## config.mk

```make
export PLATFORM = sky130hd
export DESIGN_NAME = decimal_ascii_to_integer_top
export DESIGN_NICKNAME = d
export VERILOG_FILES = /design/src/rtl/core/dai_pkg.sv /design/src/rtl/core/dai_front.sv /design/src/rtl/core/dai_fifo.sv /design/src/rtl/core/dai_back.sv /design/src/rtl/core/decimal_ascii_to_integer_top.sv
export SDC_FILE = /design/constraint.sdc
export NUM_CORES = 1
export LEC_CHECK = 0
export ABC_AREA = 1
export BUFFER_PORTS_ARGS = -buffer_cell sky130_fd_sc_hd__buf_4
export CAP_MARGIN = 20
export CORE_ASPECT_RATIO = 1.1
export CORE_MARGIN = 3
export CORE_UTILIZATION = 35
export DETAILED_ROUTE_END_ITERATION = 10
export PLACE_DENSITY = 0.56
export SKIP_CTS_REPAIR_TIMING = 1
export SYNTH_ARGS = -nofsm -noshare
export SYNTH_HDL_FRONTEND = slang
export SYNTH_SLANG_ARGS = --single-unit
```

## constraint.sdc

```tcl
create_clock -name i_clk -period 15.97 [get_ports i_clk]
set_input_delay 3.194 -clock i_clk [delete_from_list [all_inputs] [get_ports i_clk]]
set_output_delay 3.194 -clock i_clk [all_outputs]
set_load 0.05 [all_outputs]
```

## src/rtl/core/dai_pkg.sv

```systemverilog
// shared types and constants for the decimal ascii to integer parser
package dai_pkg;

    // config port layout and register indexes
    localparam int unsigned CFG_IDX_W  = 8;
    localparam int unsigned CFG_DATA_W = 8;
    localparam logic [CFG_IDX_W-1:0] REG_SIGNED_MODE = 8'd0;
    localparam logic [CFG_IDX_W-1:0] REG_WIDE_MODE   = 8'd1;

    // character codes
    localparam logic [7:0] CH_SPACE = 8'd32;
    localparam logic [7:0] CH_TAB   = 8'd9;
    localparam logic [7:0] CH_CR    = 8'd13;
    localparam logic [7:0] CH_ZERO  = 8'd48;
    localparam logic [7:0] CH_NINE  = 8'd57;
    localparam logic [7:0] CH_MINUS = 8'd45;

    // range limits
    localparam logic [63:0] LIM32 = 64'h0000_0000_FFFF_FFFF;
    localparam logic [63:0] NEG32 = 64'h0000_0000_8000_0000;
    localparam logic [63:0] POS32 = 64'h0000_0000_7FFF_FFFF;
    localparam logic [63:0] LIM64 = 64'hFFFF_FFFF_FFFF_FFFF;
    localparam logic [63:0] NEG64 = 64'h8000_0000_0000_0000;
    localparam logic [63:0] POS64 = 64'h7FFF_FFFF_FFFF_FFFF;

    // character classes
    typedef enum logic [1:0] {
        CLS_WS,
        CLS_DIGIT,
        CLS_MINUS,
        CLS_OTHER
    } t_cls;

    // parse phase
    typedef enum logic [1:0] {
        PH_SKIP,
        PH_NUM,
        PH_DONE
    } t_phase;

    // one classified character in the queue
    typedef struct packed {
        t_cls       cls;
        logic [3:0] digit;
        logic       last;
    } t_item;

    // queue status seen by both sides
    typedef struct packed {
        logic empty;
        logic full;
    } t_q_stat;

    // mode registers
    typedef struct packed {
        logic signed_mode;
        logic wide_mode;
    } t_cfg;

endpackage

```

## src/rtl/core/dai_front.sv

```systemverilog
// front end: accepts characters and classifies them for the queue
module dai_front (
    input  logic             i_in_valid,
    input  logic [7:0]       i_char_code,
    input  logic             i_last_char,
    input  dai_pkg::t_q_stat i_q_stat,
    output logic             o_in_stall,
    output logic             o_push,
    output dai_pkg::t_item   o_item
);
    import dai_pkg::*;

    logic w_ws;
    logic w_dig;
    logic [7:0] w_off;

    // character class decode
    always_comb begin
        w_ws  = (i_char_code == CH_SPACE) ||
                (i_char_code >= CH_TAB && i_char_code <= CH_CR);
        w_dig = (i_char_code >= CH_ZERO) && (i_char_code <= CH_NINE);
        w_off = i_char_code - CH_ZERO;
        o_item.digit = w_off[3:0];
        o_item.last  = i_last_char;
        if (w_ws) begin
            o_item.cls = CLS_WS;
        end else if (w_dig) begin
            o_item.cls = CLS_DIGIT;
        end else if (i_char_code == CH_MINUS) begin
            o_item.cls = CLS_MINUS;
        end else begin
            o_item.cls = CLS_OTHER;
        end
    end

    // stall while the queue is full
    assign o_in_stall = i_q_stat.full;
    assign o_push     = i_in_valid && !i_q_stat.full;

endmodule

```

## src/rtl/core/dai_fifo.sv

```systemverilog
// short queue of classified characters between front and back
module dai_fifo #(
    parameter int unsigned DEPTH = 2
) (
    input  logic             i_clk,
    input  logic             i_rst_n,
    input  logic             i_push,
    input  dai_pkg::t_item   i_item,
    input  logic             i_pop,
    output dai_pkg::t_item   o_head,
    output dai_pkg::t_q_stat o_stat
);
    import dai_pkg::*;

    localparam int unsigned PTR_W = (DEPTH > 1) ? $clog2(DEPTH) : 1;
    localparam int unsigned CNT_W = $clog2(DEPTH + 1);

    t_item              r_mem [DEPTH];
    logic [PTR_W-1:0]   r_wr_ptr;
    logic [PTR_W-1:0]   r_rd_ptr;
    logic [CNT_W-1:0]   r_count;
    logic [PTR_W-1:0]   n_wr_ptr;
    logic [PTR_W-1:0]   n_rd_ptr;
    logic [CNT_W-1:0]   n_count;

    // pointer and count update
    always_comb begin
        n_wr_ptr = r_wr_ptr;
        n_rd_ptr = r_rd_ptr;
        n_count  = r_count;
        if (i_push) begin
            n_wr_ptr = (r_wr_ptr == PTR_W'(DEPTH - 1)) ? '0 : r_wr_ptr + 1'b1;
        end
        if (i_pop) begin
            n_rd_ptr = (r_rd_ptr == PTR_W'(DEPTH - 1)) ? '0 : r_rd_ptr + 1'b1;
        end
        if (i_push && !i_pop) begin
            n_count = r_count + 1'b1;
        end else if (i_pop && !i_push) begin
            n_count = r_count - 1'b1;
        end
    end

    always_ff @(posedge i_clk) begin
        if (!i_rst_n) begin
            r_wr_ptr <= '0;
            r_rd_ptr <= '0;
            r_count  <= '0;
        end else begin
            r_wr_ptr <= n_wr_ptr;
            r_rd_ptr <= n_rd_ptr;
            r_count  <= n_count;
        end
    end

    // storage
    always_ff @(posedge i_clk) begin
        if (i_push) begin
            r_mem[r_wr_ptr] <= i_item;
        end
    end

    assign o_head       = r_mem[r_rd_ptr];
    assign o_stat.empty = (r_count == '0);
    assign o_stat.full  = (r_count == CNT_W'(DEPTH));

endmodule

```

## src/rtl/core/dai_back.sv

```systemverilog
// back end: digit accumulation, range check and result register
module dai_back #(
    parameter int unsigned MAX_CHARS = 255
) (
    input  logic             i_clk,
    input  logic             i_rst_n,
    input  dai_pkg::t_cfg    i_cfg,
    input  dai_pkg::t_item   i_head,
    input  dai_pkg::t_q_stat i_q_stat,
    output logic             o_pop,
    output logic             o_out_valid,
    input  logic             i_out_stall,
    output logic [63:0]      o_parsed_value,
    output logic             o_parse_ok,
    output logic [7:0]       o_chars_used
);
    import dai_pkg::*;

    localparam logic [7:0] CAP = 8'((MAX_CHARS < 255) ? MAX_CHARS : 255);

    // parse state
    t_phase      r_phase,  n_phase;
    logic [63:0] r_acc,    n_acc;
    logic        r_neg,    n_neg;
    logic        r_failed, n_failed;
    logic [7:0]  r_used,   n_used;

    // pending result stage
    logic        r_p_valid;
    logic [63:0] r_p_acc;
    logic        r_p_neg;
    logic        r_p_good;
    logic [7:0]  r_p_used;
    logic        r_p_signed;
    logic        r_p_wide;

    // output stage
    logic        r_o_valid;
    logic [63:0] r_o_value;
    logic        r_o_ok;
    logic [7:0]  r_o_used;

    logic        w_p_move;
    logic        w_p_free;
    logic        w_fire;
    logic [65:0] w_sum;
    logic        w_digit_bad;
    logic [7:0]  w_used_inc;
    logic [63:0] w_lim;
    logic        w_ok;
    logic [63:0] w_value;

    // handshake between the stages
    assign w_p_move = r_p_valid && (!r_o_valid || !i_out_stall);
    assign w_p_free = !r_p_valid || w_p_move;
    assign w_fire   = !i_q_stat.empty && (!i_head.last || w_p_free);
    assign o_pop    = w_fire;

    // times ten plus digit, with overflow at the selected width
    always_comb begin
        w_sum = 66'({r_acc, 3'b000}) + 66'({r_acc, 1'b0}) + 66'(i_head.digit);
        if (i_cfg.wide_mode) begin
            w_digit_bad = (r_acc[63:61] != '0) || (w_sum[65:64] != '0);
        end else begin
            w_digit_bad = (r_acc[63:29] != '0) || (w_sum[65:32] != '0);
        end
        w_used_inc = (r_used < CAP) ? r_used + 8'd1 : r_used;
    end

    // next parse state for the head character
    always_comb begin
        n_phase  = r_phase;
        n_acc    = r_acc;
        n_neg    = r_neg;
        n_failed = r_failed;
        n_used   = r_used;
        if (!r_failed) begin
            case (r_phase)
                PH_SKIP: begin
                    if (i_head.cls == CLS_WS) begin
                        n_used = w_used_inc;
                    end else if (i_head.cls == CLS_DIGIT) begin
                        n_phase = PH_NUM;
                        if (w_digit_bad) begin
                            n_failed = 1'b1;
                        end else begin
                            n_acc  = w_sum[63:0];
                            n_used = w_used_inc;
                        end
                    end else if (i_head.cls == CLS_MINUS && i_cfg.signed_mode) begin
                        n_neg   = 1'b1;
                        n_used  = w_used_inc;
                        n_phase = PH_NUM;
                    end else begin
                        n_failed = 1'b1;
                    end
                end
                PH_NUM: begin
                    if (i_head.cls == CLS_DIGIT) begin
                        if (w_digit_bad) begin
                            n_failed = 1'b1;
                        end else begin
                            n_acc  = w_sum[63:0];
                            n_used = w_used_inc;
                        end
                    end else begin
                        n_phase = PH_DONE;
                    end
                end
                default: begin
                end
            endcase
        end
    end

    always_ff @(posedge i_clk) begin
        if (!i_rst_n) begin
            r_phase  <= PH_SKIP;
            r_acc    <= '0;
            r_neg    <= 1'b0;
            r_failed <= 1'b0;
            r_used   <= '0;
        end else if (w_fire) begin
            if (i_head.last) begin
                r_phase  <= PH_SKIP;
                r_acc    <= '0;
                r_neg    <= 1'b0;
                r_failed <= 1'b0;
                r_used   <= '0;
            end else begin
                r_phase  <= n_phase;
                r_acc    <= n_acc;
                r_neg    <= n_neg;
                r_failed <= n_failed;
                r_used   <= n_used;
            end
        end
    end

    // capture the closed string for the range check
    always_ff @(posedge i_clk) begin
        if (!i_rst_n) begin
            r_p_valid <= 1'b0;
        end else if (w_fire && i_head.last) begin
            r_p_valid <= 1'b1;
        end else if (w_p_move) begin
            r_p_valid <= 1'b0;
        end
    end

    always_ff @(posedge i_clk) begin
        if (w_fire && i_head.last) begin
            r_p_acc    <= n_acc;
            r_p_neg    <= n_neg;
            r_p_good   <= !n_failed && (n_phase != PH_SKIP);
            r_p_used   <= n_used;
            r_p_signed <= i_cfg.signed_mode;
            r_p_wide   <= i_cfg.wide_mode;
        end
    end

    // final range check and sign
    always_comb begin
        if (r_p_neg) begin
            w_lim = r_p_wide ? NEG64 : NEG32;
        end else if (r_p_signed) begin
            w_lim = r_p_wide ? POS64 : POS32;
        end else begin
            w_lim = r_p_wide ? LIM64 : LIM32;
        end
        w_ok = r_p_good && (r_p_acc <= w_lim);
        if (!w_ok) begin
            w_value = '0;
        end else if (r_p_neg) begin
            w_value = 64'd0 - r_p_acc;
        end else begin
            w_value = r_p_acc;
        end
    end

    // output register
    always_ff @(posedge i_clk) begin
        if (!i_rst_n) begin
            r_o_valid <= 1'b0;
        end else if (w_p_move) begin
            r_o_valid <= 1'b1;
        end else if (!i_out_stall) begin
            r_o_valid <= 1'b0;
        end
    end

    always_ff @(posedge i_clk) begin
        if (w_p_move) begin
            r_o_value <= w_value;
            r_o_ok    <= w_ok;
            r_o_used  <= w_ok ? r_p_used : 8'd0;
        end
    end

    assign o_out_valid    = r_o_valid;
    assign o_parsed_value = r_o_value;
    assign o_parse_ok     = r_o_ok;
    assign o_chars_used   = r_o_used;

endmodule

```

## src/rtl/core/decimal_ascii_to_integer_top.sv

```systemverilog
// top level of the decimal ascii to integer parser
// throughput: one character per cycle, set by the accumulate loop in the back end
// unless output stall holds back a closing character; results pass the queue,
// the range-check stage and the output register, and output stall can delay them
// reset: synchronous active low; clears parse state, queue and output valid,
// signed_mode returns to 1 and wide_mode to 0; no clearing pass
module decimal_ascii_to_integer_top #(
    parameter int unsigned MAX_CHARS = 255,
    parameter int unsigned Q_DEPTH   = 2
) (
    input  logic                            i_clk,
    input  logic                            i_rst_n,
    input  logic                            i_in_valid,
    output logic                            o_in_stall,
    input  logic [7:0]                      i_char_code,
    input  logic                            i_last_char,
    output logic                            o_out_valid,
    input  logic                            i_out_stall,
    output logic [63:0]                     o_parsed_value,
    output logic                            o_parse_ok,
    output logic [7:0]                      o_chars_used,
    input  logic                            i_cfg_valid,
    output logic                            o_cfg_ready,
    input  logic [dai_pkg::CFG_IDX_W-1:0]   i_cfg_index,
    input  logic [dai_pkg::CFG_DATA_W-1:0]  i_cfg_data
);
    import dai_pkg::*;

    t_cfg    r_cfg;
    t_item   w_push_item;
    t_item   w_head;
    t_q_stat w_q_stat;
    logic    w_push;
    logic    w_pop;

    // mode registers
    assign o_cfg_ready = 1'b1;

    always_ff @(posedge i_clk) begin
        if (!i_rst_n) begin
            r_cfg.signed_mode <= 1'b1;
            r_cfg.wide_mode   <= 1'b0;
        end else if (i_cfg_valid && o_cfg_ready) begin
            if (i_cfg_index == REG_SIGNED_MODE) begin
                r_cfg.signed_mode <= i_cfg_data[0];
            end else if (i_cfg_index == REG_WIDE_MODE) begin
                r_cfg.wide_mode <= i_cfg_data[0];
            end
        end
    end

    dai_front u_front (
        .i_in_valid  (i_in_valid),
        .i_char_code (i_char_code),
        .i_last_char (i_last_char),
        .i_q_stat    (w_q_stat),
        .o_in_stall  (o_in_stall),
        .o_push      (w_push),
        .o_item      (w_push_item)
    );

    dai_fifo #(
        .DEPTH (Q_DEPTH)
    ) u_fifo (
        .i_clk   (i_clk),
        .i_rst_n (i_rst_n),
        .i_push  (w_push),
        .i_item  (w_push_item),
        .i_pop   (w_pop),
        .o_head  (w_head),
        .o_stat  (w_q_stat)
    );

    dai_back #(
        .MAX_CHARS (MAX_CHARS)
    ) u_back (
        .i_clk          (i_clk),
        .i_rst_n        (i_rst_n),
        .i_cfg          (r_cfg),
        .i_head         (w_head),
        .i_q_stat       (w_q_stat),
        .o_pop          (w_pop),
        .o_out_valid    (o_out_valid),
        .i_out_stall    (i_out_stall),
        .o_parsed_value (o_parsed_value),
        .o_parse_ok     (o_parse_ok),
        .o_chars_used   (o_chars_used)
    );

    // a failed parse reports zero value and zero count
    a_fail_zero: assert property (@(posedge i_clk) disable iff (!i_rst_n)
        o_out_valid && !o_parse_ok |-> o_parsed_value == 64'd0 && o_chars_used == 8'd0)
        else $error("failed result carries nonzero value or count");

    // a good parse has consumed at least one character
    a_ok_used: assert property (@(posedge i_clk) disable iff (!i_rst_n)
        o_out_valid && o_parse_ok |-> o_chars_used != 8'd0)
        else $error("good result with zero characters used");

    // the back end never pops an empty queue
    a_no_underflow: assert property (@(posedge i_clk) disable iff (!i_rst_n)
        w_pop |-> !w_q_stat.empty)
        else $error("queue popped while empty");

    // input stall only when the queue holds items
    a_stall_full: assert property (@(posedge i_clk) disable iff (!i_rst_n)
        o_in_stall |-> !w_q_stat.empty)
        else $error("input stalled with empty queue");

endmodule

```

==> out/metrics.yaml <==
outcome:
  outcome: "finished, final reports clean"
sta:
  rsz0062_at_grt: "no"
  setup_viol: 0
  worst_slew_pin_slew_ns: 1.04
  setup-tns-final_ns: 0
  clock_skew_ns: 0.0195
  layout_min_cycle_time_ns: 6.66
  drv_slew: 0
  hold_viol: 0
  slew_headroom_pct: 30.8
  fmax_mhz: 150
  finalCritPeriodShare_pct: 41.7
setup_path:
  arrival_ns: 6.90
  crit_fanout: 64
  end_kind: "flip-flop"
  cp.required_ns: 16.21
  worstSetupStartpointType: "flip-flop"
  worst_r2r_path_depth: 26
  path_class: "reg2reg"
  reg2reg_slack_ns: 9.31
  regToRegEndpoint: "u_back.r_p_acc[0]"
clocking:
  clk_path_buf_depth: 3
  clock-sinks: 248
  cts_tree: "done"
  h-tree-depth: 1
  insertion_delay_ns: 0.55
  cts_buffers: 26
  root_buffer: "clkbuf_16"
  clk_pin_slew_worst_paths_ns: 0.06
grt:
  grt-ovfl-total: 0
  globalRouteTotalUtil_pct: 19.5
  grt_pass1_vias: 18119
  grt_first_pass_wirelength_um: 98800
  grt_max_degree: 77
  antenna_found_initial: 2
yosys:
  yosysWarningCount: 0
  synth_top_area_share_pct: 23.2
  synthFlopType: "edfxtp_1"
  synth_top_family_by_area: "simple AND/OR/NAND/NOR gates"
  synth_async_sr_flop_share_pct: 0
  syn_nets: 3303
  syn_avg_cell_area_um2: 6.85
  yosys-mux-area-fraction_pct: 0.0950
  synthAdderAreaFrac_pct: 11.7
  syn_area_mm2: 0.0211
  synth_area_leaders: "edfxtp_1 (23%), nand2_1 (17%), ha_1 (11%), dfxtp_1 (8.1%), inv_1 (7.7%)"
  ys_seq_area_share_pct: 31.3
  ys_ff_latch: 248
  synth_top_area_cell: "edfxtp_1"
  synth_compound_area_share_pct: 13.3
  synth_cell_types: 62
  synth-edff-count: 163
  synthSimpleGateAreaFrac_pct: 30.2
  synth_xor_area_share_pct: 3.78
  synthesis.instances: 3078
drt:
  vias: 19645
  dr.first_iter.drc_count: 1386
  wl_um: 62900
  vias_per_cell: 5.02
  ant_nets: 0
  drc: 0
  dr.pass1.iters: 5
  wl_per_cell_um: 16.1
floorplanning:
  dieArea_mm2: 0.0632
  core-area_mm2: 0.0591
  initial_core_util_pct: 35.6
  ioPinCount: 106
  fp-row-count: 93
  fp.dieH_um: 263
  die_x_um: 240
min_path:
  hold_class: "reg2reg"
  min_path_cells: 1
  min_to: "u_fifo.r_rd_ptr"
  min_from: "u_fifo.r_rd_ptr"
cells_and_area:
  drive_above_1_share_pct: 6.65
  n_fill_cell: 6321
  n_antenna_cell: 0
  nNetsFinal: 3361
  areaGrowthSynthToFinish_pct: 11.2
placed_design:
  gp_congestion: 0.985
  hpwl_um: 48700
  io_buffers: 97
run:
  max-cap-violations: 0
flip-flops by register name, summed over array words and instances, names as in the netlist, 2 cells and up, named ones only:
name                   flops
r_cfg                      2
u_back.o_chars_used        8
u_back.o_parsed_value     64
u_back.r_acc              64
u_back.r_p_acc            64
u_back.r_p_used            8
u_back.r_phase             2
u_back.r_used              8
u_fifo.r_count             2
u_fifo.r_mem              14
worst max path at each step:
stage	endpoint	slack, ns	startpoint	cells after the start
final	u_back.r_p_acc[0]	9.31	flip-flop	26
after global routing	u_back.r_p_acc[0]	8.97	flip-flop	24
after CTS	u_back.r_p_acc[0]	9.27	flip-flop	25
after detailed placement	u_back.r_p_acc[0]	9.29	flip-flop	25
after global placement	u_back.r_p_acc[0]	9.34	flip-flop	25
after floorplan	u_back.o_chars_used[0]	8.69	i_out_stall	1
cells by family after synthesis:
logic type,Yosys count
AND/OR/NAND/NOR,1544
buffers and inverters,525
flip-flops,248
adder cells (fa/ha/maj),195
other,1
multiplexers,2
XOR/XNOR,91
AO/OA/AOI/OAI,472
Yosys cell counts, drive strengths merged, types with 52 or more instances:
master  count
xor2       63
nand2     984
nor2      270
a21boi     52
dfxtp      85
nand3     176
o21ai     133
inv       438
ha        193
a21oi     197
clkbuf     60
edfxtp    163
critical path, stage by stage (launching register included):
cell and delay [ns]:
dfxtp_1 0.54, mux2i_1 0.76, fa_1 0.54, inv_1 0.11
ha_1 0.23, nand3_1 0.10, nand3_1 0.24, nand2_1 0.15
nand2_2 0.11, nand2_1 0.09, nand2_1 0.11, nand2_1 0.12
nand2_1 0.10, nand2_1 0.12, nand3b_1 0.08, nand2_1 0.19
nand2_1 0.08, nor2_1 0.15, nand2_1 0.07, nor2_1 0.11
nand2_1 0.11, nand2_2 0.12, nand3_4 0.63, clkinv_4 0.62
o21ai_0 0.46, nand3_1 0.21, a21boi_0 0.20
metal layers:
| layer | up-vias | track usage [%] | wire (µm) |
|---|---|---|---|
| li1 | 10173 | - | - |
| met1 | 8871 | 28.0 | 30300 |
| met2 | 510 | 31.6 | 27800 |
| met3 | 91 | 1.15 | 2930 |
| met4 | 0 | 5.46 | 1830 |
| met5 | - | 0 | 0 |
metrics by stage:
stage                     area, µm²  hold WS, ns  cells  util [%]  setup WS (ns)
final                         23400        0.453   3916      39.7           9.31
after global routing          23400        0.477   3916      39.7           8.97
after CTS                     23400        0.452   3915      39.6           9.27
after detailed placement      22500        0.443   3867      38.1           9.29
after global placement        22500        0.435   3867      38.1           9.34
after floorplan               21100        0.425   3078         -           8.69
cells in the final DEF, fill, tap and decap left out, types with 5 or more instances in the layout:
| master | n |
|---|---|
| nand2_1 | 978 |
| inv_1 | 431 |
| nor2_1 | 257 |
| a21oi_1 | 193 |
| ha_1 | 193 |
| nand3_1 | 174 |
| edfxtp_1 | 163 |
| buf_4 | 112 |
| o21ai_0 | 110 |
| dfxtp_1 | 85 |
| xor2_1 | 63 |
| a21boi_1 | 38 |
| nor3_1 | 34 |
| o211ai_1 | 31 |
| nand4_1 | 28 |
| xnor2_1 | 28 |
| clkbuf_16 | 27 |
| nand3b_1 | 18 |
| nor4_1 | 15 |
| a21boi_0 | 14 |
| nor2_2 | 13 |
| o21ai_2 | 13 |
| o21bai_1 | 10 |
| o21ai_1 | 10 |
| a211oi_1 | 9 |
| inv_2 | 8 |
| nand2_2 | 6 |
| clkinv_1 | 5 |
| and2_1 | 5 |
| o311ai_0 | 5 |
| clkbuf_1 | 5 |
layout make-up:
type / instances / area, µm² / area share [%]
Inverter: 442 / 1660 / 7.10
Timing Repair Buffer: 113 / 868 / 3.70
Clock inverter: 12 / 123 / 0.523
Multi-Input combinational cell: 2305 / 12500 / 53.3
Tap cell: 760 / 951 / 4.06
Clock buffer: 36 / 749 / 3.20
Sequential cell: 248 / 6600 / 28.1
Power is left out: the tool's default activity adds up to more than one toggle a clock period on the data nets, which glitch-free logic cannot reach.
